### config.mk
export PLATFORM = sky130hd
export DESIGN_NAME = gibs_ram
export DESIGN_NICKNAME = d
export VERILOG_FILES = /design/src/rtl/greedy_iou_box_suppression_defines.svh /design/src/rtl/gibs_ram.sv
export SDC_FILE = /design/constraint.sdc
export NUM_CORES = 2
export LEC_CHECK = 0
export BUFFER_PORTS_ARGS = -buffer_cell sky130_fd_sc_hd__buf_2
export CORE_MARGIN = 1
export CORE_UTILIZATION = 40
export CTS_CLUSTER_DIAMETER = 30
export DETAILED_ROUTE_END_ITERATION = 10
export PLACE_DENSITY = 0.59
export SLEW_MARGIN = 30
export SYNTH_ARGS = -nofsm -noshare
export SYNTH_HDL_FRONTEND = slang
export SYNTH_MEMORY_MAX_BITS = 65536
export SYNTH_SLANG_ARGS = --single-unit
### constraint.sdc
create_clock -name clk -period 10.6 [get_ports clk]
set_clock_uncertainty 0.2 [all_clocks]
set_input_delay 2.65 -clock clk [delete_from_list [all_inputs] [get_ports clk]]
set_output_delay 2.65 -clock clk [all_outputs]
set_load 0.005 [all_outputs]
### src/rtl/greedy_iou_box_suppression_defines.svh
// assertion macros for the greedy iou box suppression block
`ifndef GREEDY_IOU_BOX_SUPPRESSION_DEFINES_SVH
`define GREEDY_IOU_BOX_SUPPRESSION_DEFINES_SVH

// same-cycle implication, checked outside reset
`define GIBS_ASSERT_IMP(lbl, ck, rn, ante, cons, msg) \
  lbl: assert property (@(posedge ck) disable iff (!rn) (ante) |-> (cons)) \
    else $error(msg);

// next-cycle implication, checked outside reset
`define GIBS_ASSERT_NXT(lbl, ck, rn, ante, cons, msg) \
  lbl: assert property (@(posedge ck) disable iff (!rn) (ante) |=> (cons)) \
    else $error(msg);

`endif

### src/rtl/gibs_ram.sv
// generic single-port-write, registered-read ram
`default_nettype none

module gibs_ram #(
  parameter int WIDTH = 78,
  parameter int DEPTH = 64,
  localparam int AW = (DEPTH > 1) ? $clog2(DEPTH) : 1
) (
  input  logic             clk,
  input  logic             wr_en,
  input  logic [AW-1:0]    wr_addr,
  input  logic [WIDTH-1:0] wr_data,
  input  logic [AW-1:0]    rd_addr,
  output logic [WIDTH-1:0] rd_data
);

  logic [WIDTH-1:0] mem_r [DEPTH];
  logic [WIDTH-1:0] rd_data_r;

  always_ff @(posedge clk) begin
    if (wr_en) begin
      mem_r[wr_addr] <= wr_data;
    end
    rd_data_r <= mem_r[rd_addr];
  end

  assign rd_data = rd_data_r;

endmodule

`default_nettype wire

==> impl_metrics.json <==
{
  "grtUsageTotal_pct": 23.08,
  "ctsLongestPathBuffers": 4,
  "die_x_um": 692.9,
  "drc": 0,
  "timing.fmax_ghz": 0.1806,
  "power_mw": 51.67,
  "post_cts.repair.setup_buffers": 0,
  "wl_met1_mm": 218.4,
  "crit_type": "in -> reg",
  "critical_path_arrival_ns": 6.33,
  "ioPinCount": 170,
  "drt_wl_total_mm": 561.0,
  "die_h_um": 692.9,
  "p_leak_nw": 72.57,
  "first_global_vias": 98650,
  "via_count": 96350,
  "ys_ff_latch": 5070,
  "irDropWorstVdd_mv": 0.1681,
  "syn_nets": 8329,
  "min_path_type": "reg -> reg",
  "fp-row-count": 253,
  "tritoncts": "built",
  "first_pass_iters": 5,
  "clock-root-buffer": "clkbuf_16",
  "ctsHtreeMaxLevel": 6,
  "clock-sinks": 5070,
  "setup_tns_ns": 0,
  "setup_violations": 0,
  "ant_nets": 0,
  "drv_cap": 0,
  "cts-buffers-inserted": 832,
  "syn_inst": 8237,
  "ctsHoldBuffers": 0,
  "wl_met3_mm": 55.16,
  "outcome": "finished clean",
  "wl_met2_mm": 271.8,
  "synthToLayoutAreaGrowth_pct": 20.34,
  "layout.nets": 9088,
  "worstMarginPinSlew_ns": 1.113,
  "synth_enable_flop_cells": 4992,
  "start_util_pct": 40.18,
  "finalHoldViolCount": 0,
  "core_mm2": 0.4751,
  "async_flop_share_pct": 0,
  "grt_max_degree": 116,
  "yosysUniqueCellTypes": 31,
  "powerDensity_mw_per_mm2": 224.9,
  "slew_headroom_pct": 25.81,
  "avgViaCountPerCell": 5.977,
  "grt_pass1_wl_mm": 779.8,
  "end_kind": "register",
  "grt_overflow_total": 0,
  "required_ns": 11.39,
  "rsz0062_at_grt": "false",
  "ctsResizeCount": 0,
  "syn_area_mm2": 0.1909,
  "gp_congestion": 0.7629,
  "drv_slew": 0,
  "clock_latency_ns": 1.12,
  "synth_warnings": 0,
  "finalCritPeriodShare_pct": 52.24,
  "dieArea_mm2": 0.4801,
  "clk_pin_slew_worst_paths_ns": 0.05,
  "drive_gt1_share_pct": 32.57,
  "synth_seq_area_share_pct": 79.33,
  "critPathLaunchType": "primary input",
  "drt_iter0_drc": 12600,
  "top_layer": "met5",
  "n_fill_cell": 37820,
  "dpl.hpwl_mm": 272.2,
  "final.min_clock_period_ns": 5.537,
  "avgRoutedWirePerCell_um": 34.80,
  "portBuffers": 169,
  "dominantRegCellSynth": "edfxtp_1",
  "synth_area_per_cell_um2": 23.18,
  "antenna_found_initial": 41,
  "cp_max_fo": 101
}
-- through the flow --
| step | utilization [%] | worst slack, ns | area [um^2] | std cells | hold slack [ns] |
|---|---|---|---|---|---|
| floorplan | - | 1.330 | 190900 | 8237 | 0.5501 |
| global placement | 42.13 | 3.979 | 200200 | 14520 | 0.5987 |
| detailed placement | 42.18 | 3.985 | 200400 | 14530 | 0.6140 |
| CTS | 48.29 | 5.187 | 229400 | 16090 | 0.6129 |
| global route | 48.35 | 4.976 | 229700 | 16100 | 0.6570 |
| finish | 48.36 | 5.063 | 229800 | 16120 | 0.6094 |
-- critical path: stages --
cell	delay [ns]
buf_8	0.54
buf_12	0.75
nand2b_4	0.60
buf_4	0.76
o22ai_1	0.26
a41oi_1	0.26
nor2_1	0.07
-- where the power goes --
part | internal [mW] | switching, mW | leakage (nW)
Sequential | 22.2 | 0.0997 | 45.6
Combinational | 0.675 | 1.19 | 13.1
Clock | 17.6 | 9.87 | 14.0
Total | 40.5 | 11.2 | 72.6
-- sequential cells by signal, summed over array words and instances (netlist names) --
name and cells:
mem_r 4992, rd_data 78
-- layout make-up --
| class | count | area (um^2) | area share, % |
|---|---|---|---|
| Antenna cell | 21 | 52.55 | 0.02287 |
| Multi-Input combinational cell | 2693 | 37610 | 16.37 |
| Tap cell | 6375 | 7976 | 3.471 |
| Clock inverter | 620 | 7461 | 3.247 |
| Timing Repair Buffer | 399 | 3650 | 1.588 |
| Sequential cell | 5070 | 151500 | 65.92 |
| Clock buffer | 942 | 21550 | 9.381 |
-- layout by cell type (no fill, tap or decap), types with 106 or more instances in the layout --
master and count:
a22oi_1 156, buf_4 240, bufinv_16 117, clkbuf_16 841
clkinv_2 135, edfxtp_1 4992, mux2i_1 156, mux4_2 1248
nand2_1 217, nand3_1 213, nand4_1 106
-- metal layers --
metal / vias to the layer above / global-route usage, %
met2: 5445 / 37.40
met5: - / 0
met3: 901 / 5.089
li1: 37190 / -
met4: 18 / 6.769
met1: 52800 / 31.49
-- cells in the mapped netlist, types with 33 or more instances --
cell type,count,area [um^2]
a41oi_1,52,455.4
nand3_1,213,1066
clkbuf_1,208,780.8
buf_2,160,800.8
buf_6,33,371.6
nand4_1,106,663.1
edfxtp_1,4992,149900
mux2i_1,156,1562
nor2b_1,34,212.7
nor2_1,119,446.7
o221ai_1,52,455.4
o22ai_1,104,650.6
or2_2,54,337.8
or3_1,55,344.1
nand2_1,221,829.6
buf_4,52,390.4
mux4_2,1248,28110
a22oi_1,156,1171
dfxtp_1,78,1562
-- cells by family after synthesis --
family | Yosys count | share of synthesized area [%]
buffers and inverters | 474 | 1.269
DFF | 5070 | 79.33
and+or+nand+nor | 848 | 2.197
muxes | 1404 | 15.54
AOI/OAI and AO/OA | 441 | 1.667
-- path summary, 6_finish.rpt --
path | start | end | slack, ns | cells past startpoint
worst max-delay path | rd_addr[3] | rd_data[59]$_DFF_P_ | 5.06 | 7
worst max register to register | mem_r[11][64]$_DFFE_PP_ | rd_data[64]$_DFF_P_ | 8.10 | 5
worst min register to register | mem_r[58][67]$_DFFE_PP_ | rd_data[67]$_DFF_P_ | 0.61 | 4
worst min-delay path | mem_r[58][67]$_DFFE_PP_ | rd_data[67]$_DFF_P_ | 0.61 | 4
Power figures use the tool's default switching activity.
