`src/rtl/greedy_iou_box_suppression_defines.svh`:
```
// assertion macros for the greedy iou box suppression block
`ifndef GREEDY_IOU_BOX_SUPPRESSION_DEFINES_SVH
`define GREEDY_IOU_BOX_SUPPRESSION_DEFINES_SVH

// same-cycle implication, checked outside reset
`define GIBS_ASSERT_IMP(lbl, ck, rn, ante, cons, msg) \
  lbl: assert property (@(posedge ck) disable iff (!rn) (ante) |-> (cons)) \
    else $error(msg);

// next-cycle implication, checked outside reset
`define GIBS_ASSERT_NXT(lbl, ck, rn, ante, cons, msg) \
  lbl: assert property (@(posedge ck) disable iff (!rn) (ante) |=> (cons)) \
    else $error(msg);

`endif

```
`src/rtl/gibs_pkg.sv`:
```
// shared types and constants of the greedy iou box suppression block
`default_nettype none

package gibs_pkg;

  localparam int THR_W = 9;
  localparam logic [THR_W-1:0] THR_RESET = 9'd102;

  localparam int IDX_W = 16;
  localparam logic [IDX_W-1:0] IDX_MAX = 16'hFFFF;

  localparam int CFG_DATA_W = 32;
  localparam int CFG_ADDR_W = 3;

  // register index, taken from paddr[2]
  localparam logic REG_THR_IDX = 1'b0;

  typedef struct packed {
    logic issue;
    logic clear;
  } gibs_cmp_ctl_t;

  typedef struct packed {
    logic busy;
    logic hit;
  } gibs_cmp_stat_t;

endpackage

`default_nettype wire

```
`src/rtl/gibs_cmp.sv`:
```
// overlap test pipeline: one stored box per cycle against the current box
`default_nettype none

module gibs_cmp
  import gibs_pkg::*;
#(
  parameter int COORD_BITS = 13,
  localparam int C = COORD_BITS,
  localparam int AREA_W = 2 * C,
  localparam int UNI_W = AREA_W + 1,
  localparam int PROD_W = UNI_W + THR_W,
  localparam int WORD_W = 4 * C + AREA_W
) (
  input  logic                 clk,
  input  logic                 rst_n,
  input  gibs_cmp_ctl_t        ctl,
  input  logic [THR_W-1:0]     thr,
  input  logic signed [C-1:0]  bx0,
  input  logic signed [C-1:0]  by0,
  input  logic signed [C-1:0]  bx1,
  input  logic signed [C-1:0]  by1,
  input  logic [AREA_W-1:0]    barea,
  input  logic [WORD_W-1:0]    rd_data,
  output gibs_cmp_stat_t       stat
);

  logic                p0_r, pa_r, pb_r, pc_r;
  logic                hit_r, hit_nxt;
  logic [C-1:0]        dxa_r, dya_r, dxa_nxt, dya_nxt;
  logic [AREA_W-1:0]   ka_r, kb_r, inter_r, interc_r;
  logic [UNI_W-1:0]    uni_r, uni_nxt;
  logic signed [C-1:0] kx0, ky0, kx1, ky1;
  logic signed [C-1:0] ix0, iy0, ix1, iy1;
  logic signed [C:0]   dxs, dys;
  logic [PROD_W-1:0]   prod, scaled;

  // stored word unpack
  always_comb begin
    kx0 = $signed(rd_data[WORD_W-1 -: C]);
    ky0 = $signed(rd_data[WORD_W-C-1 -: C]);
    kx1 = $signed(rd_data[WORD_W-2*C-1 -: C]);
    ky1 = $signed(rd_data[WORD_W-3*C-1 -: C]);
  end

  // intersection extents
  always_comb begin
    ix0 = (bx0 > kx0) ? bx0 : kx0;
    iy0 = (by0 > ky0) ? by0 : ky0;
    ix1 = (bx1 < kx1) ? bx1 : kx1;
    iy1 = (by1 < ky1) ? by1 : ky1;
    dxs = {ix1[C-1], ix1} - {ix0[C-1], ix0};
    dys = {iy1[C-1], iy1} - {iy0[C-1], iy0};
    if (ix1 > ix0 && iy1 > iy0) begin
      dxa_nxt = dxs[C-1:0];
      dya_nxt = dys[C-1:0];
    end else begin
      dxa_nxt = '0;
      dya_nxt = '0;
    end
  end

  assign uni_nxt = UNI_W'(barea) + UNI_W'(kb_r) - UNI_W'(inter_r);
  assign prod    = PROD_W'(thr) * PROD_W'(uni_r);
  assign scaled  = PROD_W'({interc_r, 8'd0});

  always_comb begin
    hit_nxt = hit_r;
    if (ctl.clear) begin
      hit_nxt = 1'b0;
    end else if (pc_r && uni_r != '0 && scaled > prod) begin
      hit_nxt = 1'b1;
    end
  end

  always_ff @(posedge clk) begin
    if (!rst_n) begin
      p0_r  <= 1'b0;
      pa_r  <= 1'b0;
      pb_r  <= 1'b0;
      pc_r  <= 1'b0;
      hit_r <= 1'b0;
    end else begin
      p0_r  <= ctl.issue;
      pa_r  <= p0_r;
      pb_r  <= pa_r;
      pc_r  <= pb_r;
      hit_r <= hit_nxt;
    end
  end

  always_ff @(posedge clk) begin
    dxa_r    <= dxa_nxt;
    dya_r    <= dya_nxt;
    ka_r     <= rd_data[AREA_W-1:0];
    inter_r  <= AREA_W'(dxa_r) * AREA_W'(dya_r);
    kb_r     <= ka_r;
    uni_r    <= uni_nxt;
    interc_r <= inter_r;
  end

  assign stat.busy = p0_r | pa_r | pb_r | pc_r;
  assign stat.hit  = hit_r;

endmodule

`default_nettype wire

```
`config.mk`:
```
export PLATFORM = sky130hd
export DESIGN_NAME = gibs_cmp
export DESIGN_NICKNAME = d
export VERILOG_FILES = /design/src/rtl/greedy_iou_box_suppression_defines.svh /design/src/rtl/gibs_pkg.sv /design/src/rtl/gibs_cmp.sv
export SDC_FILE = /design/constraint.sdc
export NUM_CORES = 1
export LEC_CHECK = 0
export ABC_AREA = 0
export BUFFER_PORTS_ARGS = -buffer_cell sky130_fd_sc_hd__buf_2
export CAP_MARGIN = 20
export CORE_UTILIZATION = 57
export DETAILED_ROUTE_END_ITERATION = 6
export PLACE_DENSITY = 0.79
export SETUP_SLACK_MARGIN = 0.4
export SYNTH_ARGS = -nofsm -noshare
export SYNTH_HDL_FRONTEND = slang
export SYNTH_SLANG_ARGS = --single-unit
export TNS_END_PERCENT = 100
```
`constraint.sdc`:
```
create_clock -name clk -period 6 [get_ports clk]
set_input_delay 0.6 -clock clk [delete_from_list [all_inputs] [get_ports clk]]
set_output_delay 0.6 -clock clk [all_outputs]
set_load 0.1 [all_outputs]
```
==> results.md <==
* Wirelength per Cell at 16.1 um
* Clk_lat worst skew at roughly 0.44 ns
* Critical path startpoint category: flip-flop
* Period utilization at a little over nine tenths
* Num CTS Buffers at 17
* Layout cells sized above 1 at 17.2%
* Multi-input logic area at 17800 sq um
* Max stage delay on crit path at between 0.5 and 0.6 ns
* Post-synthesis sequential area ratio at between 10 and 15%
* RSZ-0062 raised after global routing: true
* Finish-stage setup viols at 0
* Diode count at 0
* Row cnt at 73
* Largest net degree at the start of global routing at 29
* PortBufs at 170
* Core Region at just under 40000 sq um
* Peak Freq at 0.175 GHz
* Total track usage at between 20% and 30%
* Post-DRT Antenna Nets at 0
* I/O pin count at 171
* CTS tree: built
* Crit path max-delay family: adder cells
* Slowest cell on crit path: fa_1
* Avg Synthesized Cell Area at between 8 and 9 sq um
* Vias per inst at around 5.6
* Filler Cells Inserted at 3065
* Number of synthesized flops with an enable pin at 0
* Slew HR at approximately 27%
* Hold crit path type: in -> reg
* Hpwl dp at 45400 um
* Final net count at around 3600
* Final core utilization at roughly two thirds
* Htree depth at 4
* Die height at 203 um
* Initial antenna violation count at 0
* Drt pass-1 iters at 6
* Hold slack final at between 0.2 and 0.3 ns
* FF+latch area at around 3300 sq um
* Initial Util at 57.8%
* Residual DRC at 0
* Worst slew pin tran at roughly 1.1 ns
* Die ar. at 41100 sq um
* Slew Limit Fails at 0
* Max Cap Violations at 0
* YS warnings at 0
* Cell count after synthesis at ~2700
* Worst Path Required at between 6 and 7 ns
* Vias in the first global route at about 20000
* Vias at around 19000
* Gr ovfl total at 0
* Area grow syn2layout at 14.7%
* Largest fanout on the critical path at 6
* CTS sink count at 162
* Clock-pin slew on the worst setup and hold paths at 0.06 ns
* CP Buf/Inv Count at 5
* Most common cell after layout, fill and taps aside: inv_1
* Ys flop type: dfxtp_1
* Setup CP Type: reg -> reg
* Detailed Route WL at approximately 55000 um
* Synth Register Bits at 162
* Most frequent cells in the layout: 515 x inv_1, 324 x fa_1, 264 x nand2_1
* Die Wd at 203 um
* Maximum root-to-sink buffer count at 2
* Synth Net Count at 3407
* CTS Root Cell: clkbuf_16
* Fin Clk Skew at between 0.009 and 0.01 ns
* Outcome: complete, no violations
* Synth cell types at 75
* Critical path's most frequent cell: fa_1
* Asr flop ratio synth at 0%
* Clock period minus worst slack at between 5 and 6 ns
* DR iter-0 viols at between 1000 and 1500
* Worst EP arrival at slightly above 6 ns
* Final Wtd Congestion at roughly 0.94
* Crit end category: flip-flop
* Mapped Area at approximately 23000 sq um
* Global-route wire length before repair at 93300 um
* Endpoints failing hold at 0
layout make-up:
type	instances	share of cell area [%]
timing repair buffer	312	7.79
clock inverter	12	0.380
clock buffer	19	1.68
multi-input combinational	1871	67.6
sequential	162	12.7
tap	525	2.49
inverter	517	7.36
per-layer routing:
metal	track usage [%]	vias to the layer above	wire (um)
li1	-	8969	-
met1	32.0	9299	21700
met2	51.1	588	28700
met3	3.50	123	2620
met4	11.5	0	1990
met5	0	-	0
sequential cells by signal, indices dropped and copies added, names as in the netlist:
register / flops
interc_r: 26
p0_r: 1
kb_r: 26
hit_r: 1
pb_r: 1
uni_r: 27
dxa_r: 13
pa_r: 1
inter_r: 26
ka_r: 26
dya_r: 13
pc_r: 1
cell usage after synthesis (25+ instances only):
cell	count	area share, %
nand2_1	272	4.4
inv_1	517	8.4
clkbuf_1	95	1.6
nor2_1	91	1.5
fa_1	325	28
and2_1	207	5.6
xor2_1	25	0.95
xnor2_1	54	2.1
nand3_1	48	1.0
ha_1	256	14
a21oi_1	125	2.7
o21ai_0	54	1.2
a211oi_1	27	0.88
dfxtp_1	162	14
nor3_1	28	0.61
a21o_1	46	1.5
worst paths after layout:
kind / start / endpoint / slack [ns] / depth (start not counted)
setup / recovery: uni_r[4]$_DFF_P_ / hit_r$_SDFFE_PP0P_ / 0.27 / 25
hold / removal: rd_data[23] / ka_r[23]$_DFF_P_ / 0.26 / 1
setup reg to reg: uni_r[4]$_DFF_P_ / hit_r$_SDFFE_PP0P_ / 0.27 / 25
hold reg to reg: ka_r[5]$_DFF_P_ / kb_r[5]$_DFF_P_ / 0.32 / 0
repair_timing:
action / 4_1_cts / 5_1_grt
pin swaps: 61 / 16
resized for setup: 82 / 51
setup buffers: 27 / 3
hold buffers: 0 / 0
endpoints found under the setup margin: 2 / 4
gates cloned: 1 / 0
per-stage QoR:
step / cells / worst slack [ns] / cell area, sq um / TNS (ns)
floorplan: 2657 / 0.189 / 23300 / 0
global placement: 3356 / -0.206 / 25200 / -0.206
detailed placement: 3356 / -0.325 / 25200 / -0.325
CTS: 3415 / 0.341 / 26200 / 0
global route: 3418 / -0.000560 / 26400 / -0.000560
finish: 3418 / 0.271 / 26400 / 0
cell families (layout without fill, tap and decap cells):
family,count (synthesis),count (layout),synth area share [%]
fa+ha+maj,581,581,42.2
buf+inv,624,860,10.2
mux,33,33,1.53
simple gates,763,763,16.6
xor+xnor,79,79,3.01
compound gates,415,415,12.3
flops,162,162,14.1
Power is not shown: default switching activity piles up to over one toggle a cycle in this logic, so the estimate is an artifact.
